File: src/rtl/psq_pkg.sv
// Package with shared types and constants for the precharge relay sequencer.
package psq_pkg;

	// Configuration register indexes
	localparam int unsigned CFG_NUM     = 6;
	localparam int unsigned CFG_W       = 16;
	localparam int unsigned CFG_IDX_W   = 3;
	localparam logic [CFG_IDX_W-1:0] CFG_PRE_ON_DLY  = 3'd0;
	localparam logic [CFG_IDX_W-1:0] CFG_POS_ON_DLY  = 3'd1;
	localparam logic [CFG_IDX_W-1:0] CFG_PRE_OFF_DLY = 3'd2;
	localparam logic [CFG_IDX_W-1:0] CFG_NEG_OFF_DLY = 3'd3;
	localparam logic [CFG_IDX_W-1:0] CFG_ON_TMO      = 3'd4;
	localparam logic [CFG_IDX_W-1:0] CFG_OFF_TMO     = 3'd5;

	// Reset values of the configuration registers
	localparam logic [CFG_W-1:0] CFG_PRE_ON_DLY_RST  = 16'd10;
	localparam logic [CFG_W-1:0] CFG_POS_ON_DLY_RST  = 16'd50;
	localparam logic [CFG_W-1:0] CFG_PRE_OFF_DLY_RST = 16'd10;
	localparam logic [CFG_W-1:0] CFG_NEG_OFF_DLY_RST = 16'd10;
	localparam logic [CFG_W-1:0] CFG_ON_TMO_RST      = 16'd500;
	localparam logic [CFG_W-1:0] CFG_OFF_TMO_RST     = 16'd500;

	// Counter slots
	localparam int unsigned CNT_NUM    = 6;
	localparam int unsigned CNT_PRE_ON  = 0;
	localparam int unsigned CNT_POS_ON  = 1;
	localparam int unsigned CNT_PRE_OFF = 2;
	localparam int unsigned CNT_NEG_OFF = 3;
	localparam int unsigned CNT_ON_TMR  = 4;
	localparam int unsigned CNT_OFF_TMR = 5;

	typedef enum logic [2:0] {
		MODE_INIT    = 3'd0,
		MODE_STANDBY = 3'd1,
		MODE_READY   = 3'd2,
		MODE_ON      = 3'd3,
		MODE_OFF     = 3'd4,
		MODE_PROTECT = 3'd5
	} mode_t;

	// Drive and status bits carried between the state register and step logic
	typedef struct packed {
		logic drv_neg;
		logic drv_pre;
		logic drv_pos;
		logic pre_closed;
		logic on_done;
		logic off_done;
		logic fb_fault;
		logic on_fault;
		logic off_fault;
	} flags_t;

	localparam flags_t FLAGS_CLEAR = '0;

endpackage

File: src/rtl/psq_step.sv
// Next-state logic of the sequencer for one tick.
module psq_step import psq_pkg::*; #(
	parameter int unsigned COUNT_WIDTH = 16
) (
	input  mode_t                                  mode_cur,
	input  flags_t                                 flags_cur,
	input  logic [CNT_NUM-1:0][COUNT_WIDTH-1:0]    cnt_cur,
	input  logic [CFG_NUM-1:0][CFG_W-1:0]          cfg,
	input  logic                                   wake,
	input  logic                                   pos_fb,
	input  logic                                   neg_fb,
	output mode_t                                  mode_nxt,
	output flags_t                                 flags_nxt,
	output logic [CNT_NUM-1:0][COUNT_WIDTH-1:0]    cnt_nxt
);

	localparam int unsigned CMP_W = (COUNT_WIDTH > CFG_W) ? COUNT_WIDTH : CFG_W;
	localparam logic [COUNT_WIDTH-1:0] CNT_MAX = '1;

	function automatic logic [COUNT_WIDTH-1:0] sat_inc(input logic [COUNT_WIDTH-1:0] v);
		return (v == CNT_MAX) ? v : v + 1'b1;
	endfunction

	// counter >= threshold, both zero-extended to a common width
	function automatic logic reached(input logic [COUNT_WIDTH-1:0] c,
	                                 input logic [CFG_W-1:0] t);
		return CMP_W'(c) >= CMP_W'(t);
	endfunction

	always_comb begin
		mode_nxt  = mode_cur;
		flags_nxt = flags_cur;
		cnt_nxt   = cnt_cur;
		unique case (mode_cur)
			MODE_INIT: begin
				flags_nxt = FLAGS_CLEAR;
				cnt_nxt   = '0;
				mode_nxt  = MODE_STANDBY;
			end
			MODE_STANDBY: begin
				// stuck contact while everything should be open
				if (pos_fb || neg_fb) begin
					flags_nxt.fb_fault   = 1'b1;
					flags_nxt.drv_neg    = 1'b0;
					flags_nxt.drv_pre    = 1'b0;
					flags_nxt.drv_pos    = 1'b0;
					flags_nxt.pre_closed = 1'b0;
					mode_nxt             = MODE_PROTECT;
				end else begin
					mode_nxt = MODE_READY;
				end
			end
			MODE_READY: begin
				cnt_nxt            = '0;
				flags_nxt.on_done  = 1'b0;
				flags_nxt.off_done = 1'b0;
				if (wake)
					mode_nxt = MODE_ON;
			end
			MODE_ON: begin
				cnt_nxt[CNT_NEG_OFF] = '0;
				cnt_nxt[CNT_OFF_TMR] = '0;
				flags_nxt.on_done    = 1'b0;
				flags_nxt.off_done   = 1'b0;
				flags_nxt.drv_neg    = 1'b1;
				// phases evaluated in order, each sees the previous one's update
				if (neg_fb && !flags_nxt.pre_closed && !pos_fb) begin
					cnt_nxt[CNT_PRE_ON] = sat_inc(cnt_cur[CNT_PRE_ON]);
					if (reached(cnt_nxt[CNT_PRE_ON], cfg[CFG_PRE_ON_DLY])) begin
						flags_nxt.drv_pre    = 1'b1;
						flags_nxt.pre_closed = 1'b1;
					end
				end
				if (neg_fb && flags_nxt.pre_closed && !pos_fb) begin
					cnt_nxt[CNT_POS_ON] = sat_inc(cnt_cur[CNT_POS_ON]);
					if (reached(cnt_nxt[CNT_POS_ON], cfg[CFG_POS_ON_DLY]))
						flags_nxt.drv_pos = 1'b1;
				end
				if (neg_fb && flags_nxt.pre_closed && pos_fb) begin
					cnt_nxt[CNT_PRE_OFF] = sat_inc(cnt_cur[CNT_PRE_OFF]);
					if (reached(cnt_nxt[CNT_PRE_OFF], cfg[CFG_PRE_OFF_DLY])) begin
						flags_nxt.drv_pre    = 1'b0;
						flags_nxt.pre_closed = 1'b0;
					end
				end
				if (neg_fb && !flags_nxt.pre_closed && pos_fb) begin
					flags_nxt.drv_pos = 1'b1;
					flags_nxt.on_done = 1'b1;
				end
				if (!flags_nxt.on_done)
					cnt_nxt[CNT_ON_TMR] = sat_inc(cnt_cur[CNT_ON_TMR]);
				// timeout wins over wake falling
				if (CMP_W'(cnt_nxt[CNT_ON_TMR]) > CMP_W'(cfg[CFG_ON_TMO])) begin
					flags_nxt.on_fault   = 1'b1;
					flags_nxt.on_done    = 1'b0;
					flags_nxt.drv_neg    = 1'b0;
					flags_nxt.drv_pre    = 1'b0;
					flags_nxt.drv_pos    = 1'b0;
					flags_nxt.pre_closed = 1'b0;
					mode_nxt             = MODE_PROTECT;
				end else if (!wake) begin
					mode_nxt = MODE_OFF;
				end
			end
			MODE_OFF: begin
				cnt_nxt[CNT_PRE_ON]  = '0;
				cnt_nxt[CNT_POS_ON]  = '0;
				cnt_nxt[CNT_PRE_OFF] = '0;
				flags_nxt.off_done   = 1'b0;
				flags_nxt.on_done    = 1'b0;
				flags_nxt.drv_pos    = 1'b0;
				if (neg_fb && !flags_cur.pre_closed) begin
					cnt_nxt[CNT_NEG_OFF] = sat_inc(cnt_cur[CNT_NEG_OFF]);
					if (reached(cnt_nxt[CNT_NEG_OFF], cfg[CFG_NEG_OFF_DLY])) begin
						flags_nxt.drv_neg    = 1'b0;
						flags_nxt.drv_pre    = 1'b0;
						flags_nxt.pre_closed = 1'b0;
						flags_nxt.off_done   = 1'b1;
					end
				end
				cnt_nxt[CNT_OFF_TMR] = sat_inc(cnt_cur[CNT_OFF_TMR]);
				// timeout wins over both contacts open
				if (CMP_W'(cnt_nxt[CNT_OFF_TMR]) > CMP_W'(cfg[CFG_OFF_TMO])) begin
					flags_nxt.off_fault  = 1'b1;
					flags_nxt.drv_neg    = 1'b0;
					flags_nxt.drv_pre    = 1'b0;
					flags_nxt.drv_pos    = 1'b0;
					flags_nxt.pre_closed = 1'b0;
					mode_nxt             = MODE_PROTECT;
				end else if (!pos_fb && !neg_fb) begin
					mode_nxt = MODE_READY;
				end
			end
			default: begin
				// protect, and any unused code: everything open
				flags_nxt.drv_neg    = 1'b0;
				flags_nxt.drv_pre    = 1'b0;
				flags_nxt.drv_pos    = 1'b0;
				flags_nxt.pre_closed = 1'b0;
				mode_nxt             = MODE_PROTECT;
			end
		endcase
	end

endmodule

File: src/rtl/precharge_relay_sequencer_core.sv
// Top level of the precharge relay sequencer: stream ports, state and result registers.
//
// Usage:
//   One transaction on the s_axis side is one control tick carrying the wake
//   request and the two contactor feedbacks. Each tick yields exactly one
//   transaction on the m_axis side with the three coil drives, the done and
//   fault flags and the current mode, all showing the state after the tick.
//   A tick accepted at one edge is presented on m_axis from the next cycle.
//   Throughput is one tick per cycle while m_axis_tready is high; the sequencer
//   state update and the result register are written in the same cycle.
//   The output register is the only buffer: s_tready is high when it is
//   empty or being drained, so a stalled receiver holds the result and
//   back-pressures the input without losing or repeating anything.
//   Configuration registers (delays and timeouts, in ticks) are written
//   through cfg_wr_en / cfg_addr / cfg_wdata, by the user only while the block
//   is idle (the block itself does not enforce this); indexes beyond the last register are ignored.
//   Reset (arst_n low) returns the mode to init, clears all counters, drives
//   and flags, empties the output register and restores register defaults.
//   After a timeout or a stuck feedback the block stays in protect with all
//   contactors open until the next reset.
module precharge_relay_sequencer_core import psq_pkg::*; #(
	parameter int unsigned COUNT_WIDTH = 16
) (
	input  logic                 clk,
	input  logic                 arst_n,
	// configuration write port
	input  logic                 cfg_wr_en,
	input  logic [CFG_IDX_W-1:0] cfg_addr,
	input  logic [CFG_W-1:0]     cfg_wdata,
	// input ticks
	input  logic                 s_axis_tvalid,
	output logic                 s_axis_tready,
	input  logic [7:0]           s_axis_tdata,  // wake_enable, positive_feedback,
	                                            // negative_feedback, zero pad
	// results
	output logic                 m_axis_tvalid,
	input  logic                 m_axis_tready,
	output logic [15:0]          m_axis_tdata   // negative_drive, precharge_drive,
	                                            // positive_drive, on_done, off_done,
	                                            // feedback_fault, on_timeout_fault,
	                                            // off_timeout_fault, mode[2:0], zero pad
);

	logic [CFG_NUM-1:0][CFG_W-1:0]       cfg_q;
	mode_t                               mode_q, mode_nxt;
	flags_t                              flags_q, flags_nxt;
	logic [CNT_NUM-1:0][COUNT_WIDTH-1:0] cnt_q, cnt_nxt;
	logic                                out_valid_q;
	logic [10:0]                         out_data_q;
	logic                                in_xfer;

	assign s_axis_tready = !out_valid_q || m_axis_tready;
	assign in_xfer       = s_axis_tvalid && s_axis_tready;

	// Configuration registers
	always_ff @(posedge clk or negedge arst_n) begin
		if (!arst_n) begin
			cfg_q[CFG_PRE_ON_DLY]  <= CFG_PRE_ON_DLY_RST;
			cfg_q[CFG_POS_ON_DLY]  <= CFG_POS_ON_DLY_RST;
			cfg_q[CFG_PRE_OFF_DLY] <= CFG_PRE_OFF_DLY_RST;
			cfg_q[CFG_NEG_OFF_DLY] <= CFG_NEG_OFF_DLY_RST;
			cfg_q[CFG_ON_TMO]      <= CFG_ON_TMO_RST;
			cfg_q[CFG_OFF_TMO]     <= CFG_OFF_TMO_RST;
		end else if (cfg_wr_en && (cfg_addr <= CFG_OFF_TMO)) begin
			cfg_q[cfg_addr] <= cfg_wdata;
		end
	end

	psq_step #(
		.COUNT_WIDTH(COUNT_WIDTH)
	) u_step (
		.mode_cur  (mode_q),
		.flags_cur (flags_q),
		.cnt_cur   (cnt_q),
		.cfg       (cfg_q),
		.wake      (s_axis_tdata[0]),
		.pos_fb    (s_axis_tdata[1]),
		.neg_fb    (s_axis_tdata[2]),
		.mode_nxt  (mode_nxt),
		.flags_nxt (flags_nxt),
		.cnt_nxt   (cnt_nxt)
	);

	// Sequencer state, advanced once per accepted tick
	always_ff @(posedge clk or negedge arst_n) begin
		if (!arst_n) begin
			mode_q  <= MODE_INIT;
			flags_q <= FLAGS_CLEAR;
			cnt_q   <= '0;
		end else if (in_xfer) begin
			mode_q  <= mode_nxt;
			flags_q <= flags_nxt;
			cnt_q   <= cnt_nxt;
		end
	end

	// Result register
	always_ff @(posedge clk or negedge arst_n) begin
		if (!arst_n) begin
			out_valid_q <= 1'b0;
		end else if (in_xfer) begin
			out_valid_q <= 1'b1;
		end else if (m_axis_tready) begin
			out_valid_q <= 1'b0;
		end
	end

	always_ff @(posedge clk) begin
		if (in_xfer) begin
			out_data_q <= {mode_nxt,
			               flags_nxt.off_fault,
			               flags_nxt.on_fault,
			               flags_nxt.fb_fault,
			               flags_nxt.off_done,
			               flags_nxt.on_done && (mode_nxt == MODE_ON),
			               flags_nxt.drv_pos,
			               flags_nxt.drv_pre,
			               flags_nxt.drv_neg};
		end
	end

	assign m_axis_tvalid = out_valid_q;
	assign m_axis_tdata  = {5'b0, out_data_q};

	// Protect mode is final until reset
	a_protect_sticky: assert property (@(posedge clk) disable iff (!arst_n)
		(mode_q == MODE_PROTECT) |=> (mode_q == MODE_PROTECT))
		else $error("protect mode left without reset");

	// Protect mode never drives a coil
	a_protect_open: assert property (@(posedge clk) disable iff (!arst_n)
		(mode_q == MODE_PROTECT) |-> (!flags_q.drv_neg && !flags_q.drv_pre && !flags_q.drv_pos))
		else $error("coil driven in protect mode");

	// Positive contactor is only driven with the negative one
	a_pos_needs_neg: assert property (@(posedge clk) disable iff (!arst_n)
		flags_q.drv_pos |-> flags_q.drv_neg)
		else $error("positive drive without negative drive");

	// State only moves on an accepted tick
	a_state_hold: assert property (@(posedge clk) disable iff (!arst_n)
		!in_xfer |=> ($stable(mode_q) && $stable(flags_q)))
		else $error("state changed without an accepted tick");

endmodule
File: config.mk
export PLATFORM = sky130hd
export DESIGN_NAME = precharge_relay_sequencer_core
export DESIGN_NICKNAME = d
export VERILOG_FILES = /design/src/rtl/psq_pkg.sv /design/src/rtl/psq_step.sv /design/src/rtl/precharge_relay_sequencer_core.sv
export SDC_FILE = /design/constraint.sdc
export NUM_CORES = 1
export LEC_CHECK = 0
export BUFFER_PORTS_ARGS = -buffer_cell sky130_fd_sc_hd__clkbuf_2
export CAP_MARGIN = 15
export CORE_MARGIN = 4
export CORE_UTILIZATION = 51
export CTS_CLUSTER_DIAMETER = 150
export DETAILED_ROUTE_END_ITERATION = 12
export GPL_TIMING_DRIVEN = 0
export PLACE_DENSITY_LB_ADDON = 0.05
export SKIP_LAST_GASP = 1
export SLEW_MARGIN = 5
export SYNTH_ARGS = -nofsm -noshare
export SYNTH_HDL_FRONTEND = slang
export SYNTH_SLANG_ARGS = --single-unit
File: constraint.sdc
create_clock -name clk -period 7.58 [get_ports clk]
set_input_delay 0.758 -clock clk [delete_from_list [all_inputs] [get_ports clk]]
set_output_delay 0.758 -clock clk [all_outputs]
set_load 0.02 [all_outputs]
# Yosys cells after proc, flatten, opt, wreduce, memory -nomap -nowiden
# Index checks and enable logic that the tools add are counted.
dict set report totals {
  reg_bits 216
  latchBits 0
  mem_bits_rw 0
  rom_bits 0
  input_bits 32
  out_inout_bits 18
  elab_cells 150
  n_memories 0
}
dict set report classes {
  n_addsub 6
  mul 0
  n_div 0
  n_lt_le_gt_ge 9
  n_eq_ne 18
  shift 0
  mux 59
  bitwise_logic 1
  n_reduce_logical 33
}
# cell n
set op_table {}
lappend op_table {{2-to-1 mux 16 bit} 13}
lappend op_table {{one-hot mux 64 bit (3 select lines)} 1}
lappend op_table {{adder 16 x 1 -> 16 bit (second input constant)} 6}
lappend op_table {{bitwise mux 96 bit} 1}
lappend op_table {{equality test 16 bit (second input constant)} 6}
lappend op_table {{greater-or-equal comparator 16 bit} 4}
lappend op_table {{one-hot mux 16 bit (2 select lines)} 2}
lappend op_table {{demux 16 bit (select 3 bit)} 1}
lappend op_table {{> comparator 16 bit} 2}
lappend op_table {{2-to-1 mux 1 bit} 24}
lappend op_table {{2-to-1 mux 3 bit} 6}
lappend op_table {{one-hot mux 4 bit (4 select lines)} 1}
lappend op_table {{one-hot mux 3 bit (5 select lines)} 1}
lappend op_table {{logical AND 1 bit} 12}
lappend op_table {{AND reduction 3 bit} 4}
lappend op_table {{!= test 2 x 1 -> 1 bit (second input constant)} 5}
lappend op_table {{equality test 3 x 2 -> 1 bit (second input constant)} 3}
lappend op_table {{2-to-1 mux 4 bit} 2}
lappend op_table {{!= test 3 x 1 -> 1 bit (second input constant)} 2}
lappend op_table {{one-hot mux 1 bit (2 select lines)} 3}
lappend op_table {{one-hot mux 2 bit (3 select lines)} 1}
lappend op_table {{nonzero test 2 bit} 3}
lappend op_table {{zero test 1 bit} 5}
lappend op_table {{2-to-1 mux 5 bit} 1}
lappend op_table {{other kinds (14)} 17}

# Depth between registers and ports, before layout
dict set report depth {
  ltp_word 22
  ltp_mapped 28
  depth_no_buf 25
}

# Cells and area by module
# A second synthesis with hierarchy kept.
dict set report unflattened {
  hier_cells 1496
  area_unflattened_um2 14767.9
}
# module instances cells_each area_per_inst_um2 seq_area_each_um2
set modules_own_cells {}
lappend modules_own_cells {precharge_relay_sequencer_core 1 458 8124.0 5486.5}
lappend modules_own_cells {psq_step 1 1038 6643.9 0.0}

# Least setup slack after synthesis
# No wires, ideal clock.
dict set report synth_timing {
  kind {register to register}
  start {register cnt_q[36] in the netlist's numbering}
  end {register out_data_q[3] (data pin)}
  setup_ns 0.255
  arrival_ns 5.494
  required_time_ns 7.325
  path_slack_ns 1.831
  stages_incl_launch_ff 27
  path_buffers 4
  synth_period_minus_slack_ns 5.749
  cell_sequence {dfrtp_1 clkbuf_1 and4_1 and4_1 nand4_1 or2_2 clkbuf_1 xnor2_1 ha_1 or3b_1 o2111ai_1 a31oi_1 o32a_1 o211a_1 buf_6 nor2_8 buf_6 nand3_1 xnor2_1 ha_1 nand4_1 nor4_1 o21ai_0 a41oi_2 nor2_1 a221o_1 and3_1}
}
dict set report synth_via {
  elab_chain_len 18
  elab_cells_between_ends 21
  cone_classes {1 x add/sub; 2 x order compare; 2 x eq/ne; 12 x mux; 4 x reduce/logical}
}
# item line_no
set synth_lines {}
lappend synth_lines {{start: declaration} precharge_relay_sequencer_core.sv:47} ;# logic [CNT_NUM-1:0][COUNT_WIDTH-1:0] cnt_q, cnt_nxt;
lappend synth_lines {{start signal: assignment} precharge_relay_sequencer_core.sv:93} ;# cnt_q <= cnt_nxt;
lappend synth_lines {{adder 16 x 1 -> 16 bit / equality test 16 bit (equally long branches)} psq_step.sv:21} ;# return (v == CNT_MAX) ? v : v + 1'b1;
lappend synth_lines {{2-to-1 mux 16 bit *} psq_step.sv:21}
lappend synth_lines {{greater-or-equal comparator 16 bit *} psq_step.sv:27} ;# return CMP_W'(c) >= CMP_W'(t);
lappend synth_lines {{2-to-1 mux 1 bit *} psq_step.sv:81} ;# if (reached(cnt_nxt[CNT_PRE_OFF], cfg[CFG_PRE_OFF_DLY])) begin
lappend synth_lines {{2-to-1 mux 1 bit *} psq_step.sv:79} ;# if (neg_fb && flags_nxt.pre_closed && pos_fb) begin
lappend synth_lines {{2-to-1 mux 1 bit *} psq_step.sv:34} ;# unique case (mode_cur)
lappend synth_lines {{zero test 1 bit *} psq_step.sv:86} ;# if (neg_fb && !flags_nxt.pre_closed && pos_fb) begin
lappend synth_lines {{logical AND 1 bit * (2 in a row)} psq_step.sv:86}
lappend synth_lines {{[2 not listed]} --}
lappend synth_lines {{2-to-1 mux 16 bit *} psq_step.sv:90} ;# if (!flags_nxt.on_done)
lappend synth_lines {{2-to-1 mux 16 bit *} psq_step.sv:34}
lappend synth_lines {{> comparator 16 bit *} psq_step.sv:93} ;# if (CMP_W'(cnt_nxt[CNT_ON_TMR]) > CMP_W'(cfg[CFG_ON_TMO])) begin
lappend synth_lines {{2-to-1 mux 3 bit *} psq_step.sv:93}
lappend synth_lines {{one-hot mux 3 bit (5 select lines) *} psq_step.sv:34}
lappend synth_lines {{net mode_nxt[1]} precharge_relay_sequencer_core.sv:45} ;# mode_t mode_q, mode_nxt;
lappend synth_lines {{equality test 3 x 2 -> 1 bit *} precharge_relay_sequencer_core.sv:115} ;# flags_nxt.on_done && (mode_nxt == MODE_ON),
lappend synth_lines {{logical AND 1 bit *} precharge_relay_sequencer_core.sv:115}
lappend synth_lines {{end signal: assignment} precharge_relay_sequencer_core.sv:110} ;# out_data_q <= {mode_nxt,
lappend synth_lines {{end: declaration} precharge_relay_sequencer_core.sv:49} ;# logic [10:0] out_data_q;
# Mark *: on every way through the listed nets, which the timed path passes. The rest lies on a longest branch. The select of a mux whose other input is x is not followed.
# A chain may end at the register's enable or synchronous reset.

# Final worst setup path
# Ends and elaborated chain as after synthesis.

==> reports/summary.txt <==
FF+latch count, synth -> 216
largest net degree at the start of global routing -> 78
vias in the first global route -> 10200
ys flop type -> dfrtp_1
CP Capture Type -> flip-flop
Critical Path RT -> 7.87 ns
Fin. Hold Viols -> 0
Post-CTS Resized -> 0
Filler cells -> 2235
CTS H-tree depth -> 1
Detailed Route Iter0 Violations -> 739
Clk pin slew, worst setup/hold paths -> 0.06 ns
EDFF count, synth -> 11
DP Cell Count -> 1788
Cells after Synth -> 1413
WL/cell -> 18.8 um
Worst Max-Slew Pin Slew -> 1.04 ns
final net count -> 1624
CORE AREA -> 25200 sq um
Post-Route WL -> 34500 um
GRT Residual Overflow -> 0
Setup WS post-layout -> 0.600 ns
clk_lat worst skew -> 0.53 ns
CP Launch Type -> flip-flop
Slew HR -> 30.4%
final instance area -> 14700 sq um
IO Port Bufs -> 39
layout cells sized above 1 -> 12.1%
reg2reg path depth -> 24
R2R setup slack -> 0.60 ns
DRT Pass-1 Iters -> 7
Max Cap Viol -> 0
Max clock buf depth -> 3
Routability Congestion -> 0.881
post-synth cell types -> 72
dpl hpwl -> 24800 um
RSZ-0062 raised after global routing -> false
setup total negative slack -> 0 ns
drt drc -> 0
Die Width -> 168 um
final core utilization -> 58.2%
Post-Layout Cell Count -> 1840
fraction of registers with async set/reset -> 94.9%
n_diodes -> 0
CTS tree -> done
pre-CTS setup slack -> 0.515 ns
Worst IR Drop VDD -> 192 uV
final total power -> 3.49 mW
Clock Skews -> 0.00979 ns
Worst EP arrival -> 7.27 ns
Max Slew Vio Count -> 0
DIE HEIGHT -> 168 um
fin crit period -> 6.98 ns
status -> completed
critical path class -> reg2reg
FP Rows -> 58
crit share post-route -> 92.1%
first-pass GRT wire length -> 56100 um
I/O pins -> 50
Setup violations, final -> 0
hold_buf cts -> 0
placed inst area -> 13800 sq um
Syn Area/Cell -> 9.26 sq um
Post-CTS Setup Repair Bufs -> 0
DR vias/cell -> 5.82
LEAKAGE -> 6.75 nW
post-synthesis cell area -> 13100 sq um
total track usage -> 24.5%
YS warnings -> 0
total CTS buffers -> 26
root cell of the clock tree -> clkbuf_16
HP Class -> in2async
P per Cell Area -> 238 nW/um^2
via count -> 10700
post-synthesis sequential area ratio -> 41.9%
# clock sinks -> 216
CP Max Fanout -> 8
Fin Hold WS -> 0.202 ns
initial antenna violation count -> 0
die area -> 28300 sq um
P&R area growth vs syn -> 12.0%
Starting Density -> 52.0%
ANT nets after route -> 0
highest clock rate -> 143 MHz
-- cell families after synthesis --
| family | share of synthesized area [%] |
|---|---|
| AND/OR/NAND/NOR | 16.3 |
| flip-flops | 41.9 |
| other | 0.0287 |
| AO/OA/AOI/OAI | 18.7 |
| adder cells (fa/ha/maj) | 9.75 |
| multiplexers | 4.03 |
| buffers and inverters | 4.81 |
| XOR/XNOR | 4.47 |
-- cell type report --
cell class | instances | area, sq um | area share (%)
tap | 330 | 413 | 2.82
clock inverter | 4 | 45.0 | 0.307
multi-input combinational | 1044 | 6990 | 47.7
inverter | 102 | 383 | 2.61
sequential | 216 | 5490 | 37.4
buffer | 55 | 246 | 1.68
timing repair buffer | 45 | 287 | 1.95
clock buffer | 44 | 810 | 5.52
-- layer usage --
layer,track usage (%),up-vias,share of wire [%]
met5,0,-,0
li1,-,5231,-
met4,5.43,0,2.3
met2,39.5,233,46
met1,36.0,5194,47
met3,2.54,52,4.0
-- flip-flops by register name, indices dropped and copies added (netlist names) --
name and flops:
flags_q 9, cnt_q 96, mode_q 3, out_data_q 11
cfg_q 96, m_axis_tvalid 1
-- layout by cell type (no fill, tap or decap), drive strengths merged, types with 10 or more instances in the layout --
cell type	netlist	layout
o31ai	27	27
o21ai	140	140
nand4	28	28
a21oi	68	68
a21o	21	21
and3	27	27
edfxtp	11	11
o21a	11	11
mux2	46	46
dfstp	21	21
nand2b	13	13
nor2	68	68
xor2	19	19
a211oi	11	11
o211ai	10	10
clkbuf	40	124
nand3	50	50
nand2	181	181
a32o	11	11
a22o	29	29
xnor2	47	47
ha	102	102
a31oi	20	20
dfrtp	184	184
inv	101	101
nor3	27	27
buf	15	20
-- report_power, final --
part           switching [mW]  internal, mW  total [mW]
sequential             0.0902          1.34        1.43
clock                   0.489         0.755        1.24
combinational           0.520         0.293       0.812
total                    1.10          2.39        3.49
-- cells in the mapped netlist, drive strengths merged (5+ instances only) --
library cell,count,share of area (%)
nand4,28,1.3
nor2b,7,0.33
dfstp,21,4.2
and4,5,0.33
a41oi,8,0.65
a32o,11,0.84
or3,6,0.29
mux2,46,4.0
edfxtp,11,2.5
buf,15,0.74
nand3,50,1.9
a211oi,11,0.63
o21ai,140,5.4
a22o,29,1.9
a21oi,68,2.6
o31ai,27,1.6
nor3,27,1.2
ha,102,9.8
a21o,21,1.2
xnor2,47,3.1
nand2,181,5.2
dfrtp,184,35
o21a,11,0.63
xor2,19,1.3
nor3b,5,0.29
nor2,68,2.1
nor4,8,0.43
o211ai,10,0.61
a31oi,20,0.96
nand2b,13,0.62
and3,27,1.3
clkbuf,40,1.1
and2,7,0.34
inv,101,2.9
-- final timing paths --
kind                                     from            end
worst max-delay path                cnt_q[36]  out_data_q[3]
worst min-delay path                   arst_n      cnt_q[35]
worst max register to register      cnt_q[36]  out_data_q[3]
worst min register to register     flags_q[2]     flags_q[2]
max in group asynchronous              arst_n      cfg_q[70]
min in group clk                s_axis_tvalid  m_axis_tvalid
-- critical path, stage by stage (launching register included) --
cell	delay, ns
dfrtp_1	0.32
clkbuf_1	0.34
and4_1	0.34
and4_1	0.32
nand4_1	0.17
or2_2	0.30
clkbuf_1	0.17
xnor2_1	0.16
ha_1	0.27
or3b_1	0.37
o2111ai_1	0.13
a31oi_1	0.12
o32a_1	0.45
o211ai_2	0.45
nand3_1	0.34
nor2_1	0.21
xor2_1	0.09
ha_1	0.31
nand4_1	0.10
nor4_1	0.34
o21ai_0	0.19
a41oi_2	0.39
nor2_1	0.23
a221o_1	0.46
and3_1	0.17
No activity file was read; power rests on OpenSTA's default activity.
